**config.mk**
```make
export PLATFORM = sky130hd
export DESIGN_NAME = stochastic_volatility_path_step_unit
export DESIGN_NICKNAME = d
export VERILOG_FILES = /design/src/rtl/svps_pkg.sv /design/src/rtl/stochastic_volatility_path_step_unit.sv /design/src/rtl/svps_sqrt.sv /design/src/rtl/svps_alu.sv
export SDC_FILE = /design/constraint.sdc
export NUM_CORES = 2
export LEC_CHECK = 0
export ABC_AREA = 1
export BUFFER_PORTS_ARGS = -buffer_cell sky130_fd_sc_hd__buf_2
export CAP_MARGIN = 30
export CORE_UTILIZATION = 35
export DETAILED_ROUTE_END_ITERATION = 6
export GPL_ROUTABILITY_DRIVEN = 1
export SYNTH_ARGS = -nofsm -noshare
export SYNTH_HDL_FRONTEND = slang
export SYNTH_SLANG_ARGS = --single-unit
export TNS_END_PERCENT = 30
```
**constraint.sdc**
```tcl
create_clock -name clk_i -period 8.79 [get_ports clk_i]
set_clock_uncertainty 0.15 [all_clocks]
set_input_delay 0.879 -clock clk_i [delete_from_list [all_inputs] [get_ports clk_i]]
set_output_delay 0.879 -clock clk_i [all_outputs]
set_load 0.01 [all_outputs]
```
**src/rtl/svps_pkg.sv**
```systemverilog
// Shared types and constants for the stochastic volatility path step unit.
// No dependencies; imported by every module of the block.
`default_nettype none

package svps_pkg;

  localparam int DataWidth = 32;
  localparam int FracBits  = 24;

  // Radicand of the root: nonnegative variance shifted up by the fraction bits.
  localparam int RadBits  = DataWidth - 1 + FracBits;
  localparam int SqrtBits = (RadBits + 1) / 2;

  localparam int CfgIndexBits = 3;

  localparam logic [CfgIndexBits-1:0] RegDriftDt          = 3'd0;
  localparam logic [CfgIndexBits-1:0] RegHalfDt           = 3'd1;
  localparam logic [CfgIndexBits-1:0] RegReversionDt      = 3'd2;
  localparam logic [CfgIndexBits-1:0] RegReversionLevelDt = 3'd3;
  localparam logic [CfgIndexBits-1:0] RegRootDt           = 3'd4;
  localparam logic [CfgIndexBits-1:0] RegVolvolRho        = 3'd5;
  localparam logic [CfgIndexBits-1:0] RegVolvolRhoComp    = 3'd6;
  localparam logic [CfgIndexBits-1:0] RegInitialVariance  = 3'd7;

  typedef enum logic [1:0] {
    AluMul,  // load magnitude product register
    AluFin,  // scale, saturate and sign the held product
    AluAdd,  // saturating a + b
    AluSub   // saturating a - b
  } alu_op_e;

  typedef struct packed {
    logic    en;
    alu_op_e op;
  } alu_req_t;

  typedef struct packed {
    logic signed [DataWidth-1:0] normal_price;
    logic signed [DataWidth-1:0] normal_indep;
    logic                        path_start;
    logic                        last_step;
  } svps_in_t;

  typedef struct packed {
    logic signed [DataWidth-1:0] log_offset;
    logic signed [DataWidth-1:0] variance_out;
    logic                        path_end;
  } svps_out_t;

endpackage

`default_nettype wire

```
**src/rtl/stochastic_volatility_path_step_unit.sv**
```systemverilog
// Heston full-truncation Euler step, one path step per request.
// Each request runs one load, 28 root iterations and 21 shared-unit steps;
// the last step waits while a stalled result is still held. A new request
// is taken from the cycle the result turns valid, not before: the bit-serial
// root and the single multiplier/adder serve all seven products and seven sums.
// Reset (async, active low) clears configuration, path state and valids.
`default_nettype none

module stochastic_volatility_path_step_unit import svps_pkg::*; (
  input  wire logic                    clk_i,
  input  wire logic                    rst_ni,
  input  wire logic                    in_valid_i,
  output logic                         in_stall_o,
  input  wire svps_in_t                in_data_i,
  output logic                         out_valid_o,
  input  wire logic                    out_stall_i,
  output svps_out_t                    out_data_o,
  input  wire logic                    cfg_valid_i,
  output logic                         cfg_ready_o,
  input  wire logic [CfgIndexBits-1:0] cfg_index_i,
  input  wire logic [DataWidth-1:0]    cfg_data_i
);

  localparam int W = DataWidth;

  localparam logic [1:0] StIdle = 2'd0;
  localparam logic [1:0] StSqrt = 2'd1;
  localparam logic [1:0] StCalc = 2'd2;

  localparam logic [4:0] StepHalfMul   = 5'd0;
  localparam logic [4:0] StepHalfFin   = 5'd1;
  localparam logic [4:0] StepDriftSub  = 5'd2;
  localparam logic [4:0] StepSrMul     = 5'd3;
  localparam logic [4:0] StepSrFin     = 5'd4;
  localparam logic [4:0] StepZ1Mul     = 5'd5;
  localparam logic [4:0] StepZ1Fin     = 5'd6;
  localparam logic [4:0] StepLogInc    = 5'd7;
  localparam logic [4:0] StepLogAdd    = 5'd8;
  localparam logic [4:0] StepRhoMul    = 5'd9;
  localparam logic [4:0] StepRhoFin    = 5'd10;
  localparam logic [4:0] StepCompMul   = 5'd11;
  localparam logic [4:0] StepCompFin   = 5'd12;
  localparam logic [4:0] StepZSum      = 5'd13;
  localparam logic [4:0] StepRevMul    = 5'd14;
  localparam logic [4:0] StepRevFin    = 5'd15;
  localparam logic [4:0] StepLevelSub  = 5'd16;
  localparam logic [4:0] StepSzMul     = 5'd17;
  localparam logic [4:0] StepSzFin     = 5'd18;
  localparam logic [4:0] StepVarInc    = 5'd19;
  localparam logic [4:0] StepVarAdd    = 5'd20;

  localparam logic [2:0] DstNone = 3'd0;
  localparam logic [2:0] DstTmp  = 3'd1;
  localparam logic [2:0] DstAcc1 = 3'd2;
  localparam logic [2:0] DstAcc2 = 3'd3;
  localparam logic [2:0] DstZ    = 3'd4;
  localparam logic [2:0] DstLog  = 3'd5;
  localparam logic [2:0] DstVar  = 3'd6;

  // configuration
  logic signed [W-1:0] drift_dt_q, volvol_rho_q;
  logic [W-2:0] half_dt_q, reversion_dt_q, reversion_level_dt_q;
  logic [W-2:0] root_dt_q, volvol_rho_comp_q, initial_variance_q;

  // path state and step temporaries
  logic signed [W-1:0] var_q, log_q;
  logic signed [W-1:0] vp_q, tmp_q, acc1_q, acc2_q, zt_q;
  logic signed [W-1:0] z1_q, eps_q;
  logic                last_q;

  logic [1:0] state_q;
  logic [4:0] step_q;
  logic       out_valid_q;
  svps_out_t  out_data_q;

  logic in_accept, out_free, step_go;
  logic [W-2:0] vp_d;
  logic sq_busy;
  logic [SqrtBits-1:0] sq_root;
  logic signed [W-1:0] s_val;

  alu_req_t alu_req;
  logic signed [W-1:0] alu_a, alu_b, alu_res;
  logic [2:0] dst;

  assign cfg_ready_o = 1'b1;
  assign in_stall_o  = (state_q != StIdle);
  assign in_accept   = in_valid_i && !in_stall_o;
  assign out_free    = !out_valid_q || !out_stall_i;
  assign step_go     = (state_q == StCalc) && ((step_q != StepVarAdd) || out_free);

  // truncated variance of the (possibly freshly loaded) state
  assign vp_d = in_data_i.path_start ? initial_variance_q
              : (var_q[W-1] ? '0 : var_q[W-2:0]);

  svps_sqrt u_sqrt (
    .clk_i   (clk_i),
    .rst_ni  (rst_ni),
    .start_i (in_accept),
    .value_i (vp_d),
    .busy_o  (sq_busy),
    .root_o  (sq_root)
  );

  assign s_val = {{(W-SqrtBits){1'b0}}, sq_root};

  always_comb begin
    alu_req.en = step_go;
    alu_req.op = AluMul;
    alu_a      = '0;
    alu_b      = '0;
    dst        = DstNone;
    case (step_q)
      StepHalfMul: begin
        alu_a = {1'b0, half_dt_q}; alu_b = vp_q;
      end
      StepHalfFin: begin
        alu_req.op = AluFin; dst = DstTmp;
      end
      StepDriftSub: begin
        alu_req.op = AluSub; alu_a = drift_dt_q; alu_b = tmp_q; dst = DstAcc1;
      end
      StepSrMul: begin
        alu_a = s_val; alu_b = {1'b0, root_dt_q};
      end
      StepSrFin: begin
        alu_req.op = AluFin; dst = DstTmp;
      end
      StepZ1Mul: begin
        alu_a = tmp_q; alu_b = z1_q;
      end
      StepZ1Fin: begin
        alu_req.op = AluFin; dst = DstTmp;
      end
      StepLogInc: begin
        alu_req.op = AluAdd; alu_a = acc1_q; alu_b = tmp_q; dst = DstAcc1;
      end
      StepLogAdd: begin
        alu_req.op = AluAdd; alu_a = log_q; alu_b = acc1_q; dst = DstLog;
      end
      StepRhoMul: begin
        alu_a = volvol_rho_q; alu_b = z1_q;
      end
      StepRhoFin: begin
        alu_req.op = AluFin; dst = DstTmp;
      end
      StepCompMul: begin
        alu_a = {1'b0, volvol_rho_comp_q}; alu_b = eps_q;
      end
      StepCompFin: begin
        alu_req.op = AluFin; dst = DstZ;
      end
      StepZSum: begin
        alu_req.op = AluAdd; alu_a = tmp_q; alu_b = zt_q; dst = DstZ;
      end
      StepRevMul: begin
        alu_a = {1'b0, reversion_dt_q}; alu_b = vp_q;
      end
      StepRevFin: begin
        alu_req.op = AluFin; dst = DstTmp;
      end
      StepLevelSub: begin
        alu_req.op = AluSub; alu_a = {1'b0, reversion_level_dt_q}; alu_b = tmp_q;
        dst = DstAcc2;
      end
      StepSzMul: begin
        alu_a = s_val; alu_b = zt_q;
      end
      StepSzFin: begin
        alu_req.op = AluFin; dst = DstTmp;
      end
      StepVarInc: begin
        alu_req.op = AluAdd; alu_a = acc2_q; alu_b = tmp_q; dst = DstAcc2;
      end
      StepVarAdd: begin
        alu_req.op = AluAdd; alu_a = var_q; alu_b = acc2_q; dst = DstVar;
      end
      default: begin
        alu_req.en = 1'b0;
      end
    endcase
  end

  svps_alu u_alu (
    .clk_i (clk_i),
    .req_i (alu_req),
    .a_i   (alu_a),
    .b_i   (alu_b),
    .res_o (alu_res)
  );

  always_ff @(posedge clk_i or negedge rst_ni) begin
    if (!rst_ni) begin
      drift_dt_q           <= '0;
      half_dt_q            <= '0;
      reversion_dt_q       <= '0;
      reversion_level_dt_q <= '0;
      root_dt_q            <= '0;
      volvol_rho_q         <= '0;
      volvol_rho_comp_q    <= '0;
      initial_variance_q   <= '0;
    end else if (cfg_valid_i && cfg_ready_o) begin
      case (cfg_index_i)
        RegDriftDt:          drift_dt_q           <= cfg_data_i;
        RegHalfDt:           half_dt_q            <= cfg_data_i[W-2:0];
        RegReversionDt:      reversion_dt_q       <= cfg_data_i[W-2:0];
        RegReversionLevelDt: reversion_level_dt_q <= cfg_data_i[W-2:0];
        RegRootDt:           root_dt_q            <= cfg_data_i[W-2:0];
        RegVolvolRho:        volvol_rho_q         <= cfg_data_i;
        RegVolvolRhoComp:    volvol_rho_comp_q    <= cfg_data_i[W-2:0];
        RegInitialVariance:  initial_variance_q   <= cfg_data_i[W-2:0];
        default: ;
      endcase
    end
  end

  always_ff @(posedge clk_i or negedge rst_ni) begin
    if (!rst_ni) begin
      state_q     <= StIdle;
      step_q      <= '0;
      var_q       <= '0;
      log_q       <= '0;
      out_valid_q <= 1'b0;
    end else begin
      if (step_go && step_q == StepVarAdd) begin
        out_valid_q <= 1'b1;
      end else if (out_valid_q && !out_stall_i) begin
        out_valid_q <= 1'b0;
      end
      case (state_q)
        StIdle: begin
          if (in_accept) begin
            state_q <= StSqrt;
            if (in_data_i.path_start) begin
              var_q <= {1'b0, initial_variance_q};
              log_q <= '0;
            end
          end
        end
        StSqrt: begin
          if (!sq_busy) begin
            state_q <= StCalc;
            step_q  <= StepHalfMul;
          end
        end
        StCalc: begin
          if (step_go) begin
            if (dst == DstLog) log_q <= alu_res;
            if (dst == DstVar) var_q <= alu_res;
            if (step_q == StepVarAdd) begin
              state_q <= StIdle;
            end else begin
              step_q <= step_q + 1'b1;
            end
          end
        end
        default: state_q <= StIdle;
      endcase
    end
  end

  always_ff @(posedge clk_i) begin
    if (in_accept) begin
      vp_q   <= {1'b0, vp_d};
      z1_q   <= in_data_i.normal_price;
      eps_q  <= in_data_i.normal_indep;
      last_q <= in_data_i.last_step;
    end
    if (step_go) begin
      case (dst)
        DstTmp:  tmp_q  <= alu_res;
        DstAcc1: acc1_q <= alu_res;
        DstAcc2: acc2_q <= alu_res;
        DstZ:    zt_q   <= alu_res;
        default: ;
      endcase
      if (step_q == StepVarAdd) begin
        out_data_q.log_offset   <= log_q;
        out_data_q.variance_out <= alu_res;
        out_data_q.path_end     <= last_q;
      end
    end
  end

  assign out_valid_o = out_valid_q;
  assign out_data_o  = out_data_q;

endmodule

`default_nettype wire

```
**src/rtl/svps_sqrt.sv**
```systemverilog
// Bit-serial restoring square root, one result bit per cycle.
// Depends on svps_pkg for widths.
`default_nettype none

module svps_sqrt import svps_pkg::*; (
  input  wire logic                   clk_i,
  input  wire logic                   rst_ni,
  input  wire logic                   start_i,
  input  wire logic [DataWidth-2:0]   value_i,
  output logic                        busy_o,
  output logic [SqrtBits-1:0]         root_o
);

  localparam int CntBits = $clog2(SqrtBits + 1);
  localparam int PadBits = 2 * SqrtBits - RadBits;

  logic [2*SqrtBits-1:0] rad_q;
  logic [SqrtBits+1:0]   rem_q;
  logic [SqrtBits+1:0]   rem_sh;
  logic [SqrtBits+1:0]   trial;
  logic [SqrtBits-1:0]   root_q;
  logic [CntBits-1:0]    cnt_q;
  logic                  busy_q;
  logic                  fits;

  // remainder never exceeds twice the partial root, so its top bits are zero here
  assign rem_sh = {rem_q[SqrtBits-1:0], rad_q[2*SqrtBits-1 -: 2]};
  assign trial  = {root_q, 2'b01};
  assign fits   = (rem_sh >= trial);

  always_ff @(posedge clk_i or negedge rst_ni) begin
    if (!rst_ni) begin
      busy_q <= 1'b0;
      cnt_q  <= '0;
    end else if (start_i) begin
      busy_q <= 1'b1;
      cnt_q  <= CntBits'(SqrtBits);
    end else if (busy_q) begin
      cnt_q <= cnt_q - 1'b1;
      if (cnt_q == CntBits'(1)) begin
        busy_q <= 1'b0;
      end
    end
  end

  always_ff @(posedge clk_i) begin
    if (start_i) begin
      rad_q  <= {{PadBits{1'b0}}, value_i, {FracBits{1'b0}}};
      rem_q  <= '0;
      root_q <= '0;
    end else if (busy_q) begin
      rad_q  <= {rad_q[2*SqrtBits-3:0], 2'b00};
      rem_q  <= fits ? (rem_sh - trial) : rem_sh;
      root_q <= {root_q[SqrtBits-2:0], fits};
    end
  end

  assign busy_o = busy_q;
  assign root_o = root_q;

endmodule

`default_nettype wire

```
**src/rtl/svps_alu.sv**
```systemverilog
// Shared fixed-point unit: registered magnitude multiply, then scale and
// saturate; saturating add and subtract. Depends on svps_pkg.
`default_nettype none

module svps_alu import svps_pkg::*; (
  input  wire logic                        clk_i,
  input  wire alu_req_t                    req_i,
  input  wire logic signed [DataWidth-1:0] a_i,
  input  wire logic signed [DataWidth-1:0] b_i,
  output logic signed [DataWidth-1:0]      res_o
);

  localparam int ProdBits  = 2 * DataWidth;
  localparam int ShiftBits = ProdBits - FracBits;

  logic [DataWidth-1:0] ua, ub;
  logic [ProdBits-1:0]  prod_q;
  logic                 neg_q;
  logic [ShiftBits-1:0] shifted;
  logic [DataWidth-1:0] limit;
  logic [DataWidth-1:0] mag;
  logic [DataWidth:0]   sum;
  logic signed [DataWidth-1:0] sat_sum;

  assign ua = a_i[DataWidth-1] ? (~a_i + 1'b1) : a_i;
  assign ub = b_i[DataWidth-1] ? (~b_i + 1'b1) : b_i;

  always_ff @(posedge clk_i) begin
    if (req_i.en && req_i.op == AluMul) begin
      prod_q <= {{DataWidth{1'b0}}, ua} * {{DataWidth{1'b0}}, ub};
      neg_q  <= a_i[DataWidth-1] ^ b_i[DataWidth-1];
    end
  end

  // negative results may reach one step further than positive ones
  assign shifted = prod_q[ProdBits-1:FracBits];
  assign limit   = neg_q ? {1'b1, {(DataWidth-1){1'b0}}} : {1'b0, {(DataWidth-1){1'b1}}};
  assign mag     = (shifted > {{(ShiftBits-DataWidth){1'b0}}, limit}) ? limit
                                                                      : shifted[DataWidth-1:0];

  always_comb begin
    if (req_i.op == AluSub) begin
      sum = {a_i[DataWidth-1], a_i} - {b_i[DataWidth-1], b_i};
    end else begin
      sum = {a_i[DataWidth-1], a_i} + {b_i[DataWidth-1], b_i};
    end
    if (sum[DataWidth] != sum[DataWidth-1]) begin
      sat_sum = sum[DataWidth] ? {1'b1, {(DataWidth-1){1'b0}}}
                               : {1'b0, {(DataWidth-1){1'b1}}};
    end else begin
      sat_sum = sum[DataWidth-1:0];
    end
  end

  always_comb begin
    case (req_i.op)
      AluFin:          res_o = neg_q ? (~mag + 1'b1) : mag;
      AluAdd, AluSub:  res_o = sat_sum;
      default:         res_o = '0;
    endcase
  end

endmodule

`default_nettype wire

```
# Word level (Yosys, flattened, before mapping)
# Index checks and enable logic that the tools add are counted.
# Widths: inputs -> output; s select.
# word_totals
mem_count,0
mem_bits_ro,0
latchBits,0
reg_bits,770
word_cells,192
ramBits,0
# classes
div,0
order_cmp,2
muxes,45
n_shift,0
eq_ne,49
addsub,8
bitwise,4
reduce_logical,51
mul,1
# ops
op,n
$mux 32,15
$pmux 32 s12,1
$pmux 32 s8,1
$pmux 32 s2,3
$mux 55,2
$add 32x1->32 const B,3
$not 32->32,3
$mul 32x32->64,1
$mux 31,2
$eq 5x4->1 const B,8
$gt 40x32->1,1
$add 32x32->33,1
$mux 33,1
$sub 32x32->33,1
$ge 30x30->1,1
$mux 28,1
$sub 28x28->28,1
$reduce_and 2->1,13
$eq 5x5->1 const B,5
$mux 5,5
$eq 3x3->1 const B,7
$reduce_or 21->1,1
$eq 5x3->1 const B,4
$reduce_or 2->1,10
31 further kinds,69

# Logic depth before layout (Yosys ltp)
# depth
ltp_word,11
ltp_mapped,57
depth_no_buf,53

# By module
# Synthesis repeated with hierarchy kept, for this count alone.
# unflattened
cells_unflattened,8691
area_unflattened_um2,71919.0
# modules_own_cells
module,seq_area_each_um2,n_inst,cells_per_inst,area_per_inst_um2
svps_alu,1231.2,1,5312,40405.0
stochastic_volatility_path_step_unit,16736.1,1,2506,25662.1
svps_sqrt,2222.1,1,873,5851.9

# Worst setup path after synthesis
# Ideal clock, no wire load.
# synth_timing
kind,register -> register
from,register step_q[0]
to,"register u_alu.prod_q[61], data pin"
t_required_ns,8.388
path_stages_with_launch,48
path_slack_ns,-0.769
period_less_slack_ns,9.559
n_path_buf,5
t_arrival_ns,9.156
cell_sequence,dfrtp_1 -> inv_1 -> ha_1 -> inv_1 -> nor2_1 -> nand2_1 -> nand2_1 -> buf_2 -> buf_2 -> nand2_1 -> inv_1 -> nor2_1 -> nand3_1 -> buf_2 -> inv_2 -> ha_1 -> nand4_1 -> nor2_1 -> (+12 left out) -> fa_1 -> inv_1 -> fa_1 -> fa_1 -> fa_1 -> inv_1 -> fa_1 -> inv_1 -> ha_1 -> a21oi_1 -> o21ai_0 -> a21o_1 -> a21boi_0 -> nor3_1 -> a2111oi_0 -> nand2_1 -> nand2_1 -> nand2_1
# synth_between
elab_chain_len,7
elab_cells_between_ends,29
cone_classes,add/sub: 2; mul: 1; eq/ne: 13; mux: 4; bitwise: 2; reduce/logical: 7
# synth_lines
item,line_no,text
"start, declared",stochastic_volatility_path_step_unit.sv:72,logic [4:0] step_q;
"start signal, assigned",stochastic_volatility_path_step_unit.sv:243,step_q <= StepHalfMul;
"start signal, assigned",stochastic_volatility_path_step_unit.sv:253,step_q <= step_q + 1'b1;
$eq 5x5->1 (tied with other cells),stochastic_volatility_path_step_unit.sv:113,case (step_q)
$reduce_or 4->1 (no source line) or $reduce_or 2->1 (tied branches),-,
$pmux 32 s8 or $pmux 32 s12 (tied branches),stochastic_volatility_path_step_unit.sv:113,
"$not 32->32, on equally long branches","svps_alu.sv:26, svps_alu.sv:25",
"$add 32x1->32, on equally long branches","svps_alu.sv:26, svps_alu.sv:25",
"$mux 32, on equally long branches","svps_alu.sv:26, svps_alu.sv:25",
$mul 32x32->64 (*),svps_alu.sv:30,"prod_q <= {{DataWidth{1'b0}}, ua} * {{DataWidth{1'b0}}, ub};"
"end signal, assigned",svps_alu.sv:30,
"end, declared",svps_alu.sv:17,logic [ProdBits-1:0] prod_q;
# Mark *: on every way between the ends. The rest lies on a longest branch, timed or not.
# A chain may end at the register's enable or synchronous reset.

# Final worst setup path
# layout_timing
from,register step_q[0]
to,"register u_alu.prod_q[54], data pin"
# Same word-level chain as after synthesis.

==> impl_metrics.prom <==
# TYPE chip_impl_metric gauge
chip_impl_metric{name="postSynth.asyncResetShare",unit="%"} 44.0
chip_impl_metric{name="worst-endpoint-required",unit="ns"} 9.14
chip_impl_metric{name="floorplan.die.height",unit="um"} 454
chip_impl_metric{name="syn2layout_area_growth",unit="%"} 26.0
chip_impl_metric{name="vias_per_cell",unit=""} 5.20
chip_impl_metric{name="syn_inst",unit=""} 8691
chip_impl_metric{name="synth.ff_latch_count",unit=""} 746
chip_impl_info{name="clk_root_buffer_cell",value="clkbuf_16"} 1
chip_impl_metric{name="cp.arrival",unit="ns"} 10.52
chip_impl_info{name="dominantRegCellSynth",value="edfxtp_1"} 1
chip_impl_info{name="setup.worst_path.class",value="register to register"} 1
chip_impl_metric{name="drv_slew",unit=""} 0
chip_impl_metric{name="drt_iter0_drc",unit=""} 6939
chip_impl_metric{name="maximum_number_of_pins_on_one_net_before_global_route_repair",unit=""} 160
chip_impl_metric{name="netlist.area_leader.share",unit="%"} 25.1
chip_impl_metric{name="drtAntennaViolNets",unit=""} 0
chip_impl_metric{name="setup_violating_endpoint_count_in_the_final_report",unit=""} 40
chip_impl_metric{name="detail_route.drc_violations",unit=""} 1
chip_impl_metric{name="tritoncts.num_buffers",unit=""} 84
chip_impl_metric{name="synth.lib_cells_used.distinct",unit=""} 66
chip_impl_metric{name="critPathMaxStageDelay",unit="ns"} 0.60
chip_impl_info{name="crit_path_top_delay_cell",value="fa_2"} 1
chip_impl_metric{name="die_x",unit="um"} 454
chip_impl_metric{name="layout-drive-gt1-share",unit="%"} 20.8
chip_impl_metric{name="min_delay_path_depth",unit=""} 1
chip_impl_metric{name="worstPathMaxFanout",unit=""} 8
chip_impl_metric{name="first_pass_iters",unit=""} 7
chip_impl_info{name="tritoncts_clock_tree",value="yes"} 1
chip_impl_metric{name="vias_in_the_first_global_route",unit=""} 66300
chip_impl_metric{name="avg_wl_per_cell",unit="um"} 23.7
chip_impl_metric{name="grt_pass1_wl",unit="um"} 440000
chip_impl_info{name="worstReg2RegStart",value="step_q[0]$_DFFE_PN0P_"} 1
chip_impl_metric{name="fmaxAchievable",unit="MHz"} 98.3
chip_impl_metric{name="detail_route.wirelength",unit="um"} 299000
chip_impl_metric{name="globalRoute.totalOverflow",unit=""} 0
chip_impl_metric{name="design.portCount",unit=""} 174
chip_impl_metric{name="final.period_utilization",unit="%"} 116
chip_impl_info{name="worst_setup_path_end_kind",value="register"} 1
chip_impl_metric{name="track_usage",unit="%"} 29.1
chip_impl_metric{name="clock_tree.htree_level_count",unit=""} 3
chip_impl_metric{name="place_congestion",unit=""} 0.982
chip_impl_info{name="dominant_cell_type_by_count_on_the_critical_path",value="fa_1"} 1
chip_impl_metric{name="max_cap_violations",unit=""} 0
chip_impl_metric{name="hold-worst-slack",unit="ns"} 0.137
chip_impl_metric{name="die-area",unit="um^2"} 206000
chip_impl_metric{name="num_rows",unit=""} 165
chip_impl_metric{name="grt_antenna_before_repair",unit=""} 13
chip_impl_metric{name="min_period",unit="ns"} 10.17
chip_impl_metric{name="ys_seq_area_share",unit="%"} 28.2
chip_impl_info{name="setup_repair_after_global_routing_missed_its_margin",value="true"} 1
chip_impl_metric{name="port-buffer-count",unit=""} 172
chip_impl_info{name="worstHoldEndpoint",value="z1_q[17]$_DFFE_PP_"} 1
chip_impl_info{name="status",value="finished, violations left"} 1
chip_impl_metric{name="critPathBufInv",unit=""} 11
chip_impl_metric{name="post_layout_utilization_of_the_core",unit="%"} 44.5
chip_impl_info{name="worst_hold_launch",value="in_data_i[51]"} 1
chip_impl_metric{name="post_synth_instance_area",unit="um^2"} 71500
chip_impl_metric{name="vias",unit=""} 65600
chip_impl_info{name="synth.area.top_cells",value="fa_1, edfxtp_1, nand2_1"} 1
chip_impl_info{name="critical_path.startpoint_type",value="register"} 1
chip_impl_metric{name="nNetsFinal",unit=""} 11200
chip_impl_metric{name="start_util",unit="%"} 35.3
chip_impl_metric{name="timing_hold_violations_final",unit=""} 0
chip_impl_metric{name="worst_pin_slew",unit="ns"} 1.19
chip_impl_metric{name="numClockSinks",unit=""} 746
chip_impl_metric{name="maxSlewHeadroom",unit="%"} 20.6
chip_impl_info{name="r2r-end",value="u_alu.prod_q[54]$_DFFE_PP_"} 1
chip_impl_metric{name="synth_nets",unit=""} 10100
chip_impl_info{name="most_area_hungry_cell_type_in_the_yosys_netlist",value="fa_1"} 1
chip_impl_metric{name="synth_edf_count",unit=""} 361
chip_impl_metric{name="hpwl_detailed",unit="um"} 240000
chip_impl_metric{name="cts.reportedPaths.clkPinSlew",unit="ns"} 0.06
chip_impl_metric{name="setup.reg_to_reg.worst_slack",unit="ns"} -1.38
chip_impl_metric{name="setup_ws",unit="ns"} -1.38
chip_impl_metric{name="clk-insertion-delay-late",unit="ns"} 0.77
chip_impl_metric{name="post_synth.cell_area_avg",unit="um^2"} 8.23
chip_impl_metric{name="final.fill_count",unit=""} 19800
chip_impl_metric{name="synth_warnings",unit=""} 0
chip_impl_metric{name="max-clock-path-buffers",unit=""} 3
chip_impl_info{name="path_delay_family",value="adder cells"} 1
chip_impl_info{name="failed_checks",value="design-rule violations, negative setup slack"} 1
chip_impl_info{name="min_path_type",value="input pin to register"} 1
chip_impl_metric{name="worst-r2r-cell-count",unit=""} 46
chip_impl_metric{name="core-area",unit="um^2"} 203000
flip-flops by register name (all words and copies together) (netlist names), 32 cells and up:
| register | cells |
|---|---|
| acc2_q | 32 |
| eps_q | 32 |
| zt_q | 32 |
| u_sqrt.rad_q | 32 |
| u_alu.prod_q | 40 |
| drift_dt_q | 32 |
| volvol_rho_q | 32 |
| out_data_o | 65 |
| tmp_q | 32 |
| acc1_q | 32 |
| var_q | 32 |
| z1_q | 32 |
| log_q | 32 |
cell usage in the layout, fill, tap and decap left out, types with 28 or more instances in the layout:
cell type	n
a21oi_1	231
a22o_1	28
a22oi_1	28
buf_12	88
buf_2	171
buf_4	1095
buf_6	47
clkbuf_16	90
dfrtp_1	325
dfxtp_1	57
edfxtp_1	361
fa_1	853
fa_2	43
ha_1	335
inv_1	1412
inv_2	51
nand2_1	2213
nand2_2	70
nand2_4	40
nand3_1	244
nand4_1	62
nor2_1	864
nor2_2	62
nor2_4	40
nor3_1	31
o21ai_0	459
o21ai_1	66
xnor2_1	33
xor2_1	68
worst reg2reg max path: cells and delay by family (launching register included):
family          cells  cell delay [ns]
flops               1             0.43
xor+xnor            1             0.16
buf+inv            11             1.34
compound gates      5             0.84
fa+ha+maj          10             4.69
simple gates       19             2.35
per-stage QoR:
stage,area [um^2],worst slack [ns],instances,TNS (ns)
floorplan,71900,-0.186,8691,-1.07
global placement,84200,-2.29,12300,-81.69
detailed placement,84300,-2.22,12300,-79.77
CTS,88800,-1.30,12500,-47.50
global route,90100,-1.70,12600,-61.35
finish,90100,-1.38,12600,-49.44
area by class of cell:
type                            instances  area (um^2)  share of cell area, %
Antenna cell                            2         5.00                0.00556
Clock buffer                          118         2410                   2.68
Clock inverter                         39          497                  0.551
Inverter                             1499         5710                   6.34
Multi-Input combinational cell       6107        46300                   51.4
Sequential cell                       746        20200                   22.4
Tap cell                             2672         3340                   3.71
Timing Repair Buffer                 1415        11600                   12.9
layer usage:
metal,up-vias,global-route usage (%),share of wire [%],routed length (um)
met3,632,5.94,9.7,28900
met1,32500,40.5,42,127000
met2,3182,44.1,43,129000
li1,29200,-,-,-
met4,12,11.4,4.7,14200
met5,-,0,0.049,147
cells in the mapped netlist, types with 13 or more instances:
cell	number
a21oi_1	264
a22o_1	30
a22oi_1	28
a31oi_1	18
buf_1	13
buf_2	88
buf_4	16
buf_6	15
clkbuf_1	207
clkinv_1	17
dfrtp_1	328
dfxtp_1	57
edfxtp_1	361
fa_1	896
ha_1	365
inv_1	1442
inv_2	40
nand2_1	2310
nand3_1	258
nand4_1	62
nor2_1	945
nor2_2	20
nor3_1	42
nor4_1	17
o211ai_1	20
o21a_1	18
o21ai_0	493
o21ai_1	52
xnor2_1	34
xor2_1	87
cell families after synthesis:
family                   Yosys count  synth area share [%]
AO/OA/AOI/OAI                   1007                  7.84
flip-flops                       746                  28.2
XOR/XNOR                         126                  1.61
other                              1               0.00524
AND/OR/NAND/NOR                 3712                  20.8
buffers and inverters           1838                  10.0
adder cells (fa/ha/maj)         1261                  31.5
what timing repair did:
item / in CTS / in global routing
hold buffers: 1 / 0
gates cloned: 0 / 3
resized for setup: 295 / 237
pin swaps: 76 / 135
setup endpoints to repair: 40 / 40
hold endpoints to repair: 3 / 0
buffers inserted: 55 / 46
worst max path at each step:
stage	startpoint	endpoint	slack (ns)	cells past startpoint
after global placement	step_q[2]$_DFFE_PN0P_	u_alu.prod_q[49]$_DFFE_PP_	-2.29	45
after global routing	step_q[0]$_DFFE_PN0P_	u_alu.prod_q[63]$_DFFE_PP_	-1.70	50
after floorplan	step_q[0]$_DFFE_PN0P_	u_alu.prod_q[55]$_DFFE_PP_	-0.19	54
after CTS	step_q[0]$_DFFE_PN0P_	u_alu.prod_q[48]$_DFFE_PP_	-1.30	49
after detailed placement	step_q[1]$_DFFE_PN0P_	u_alu.prod_q[49]$_DFFE_PP_	-2.22	46
final	step_q[0]$_DFFE_PN0P_	u_alu.prod_q[54]$_DFFE_PP_	-1.38	46
Power is not shown: default switching activity piles up to over one toggle a cycle in this logic, so the estimate is an artifact.
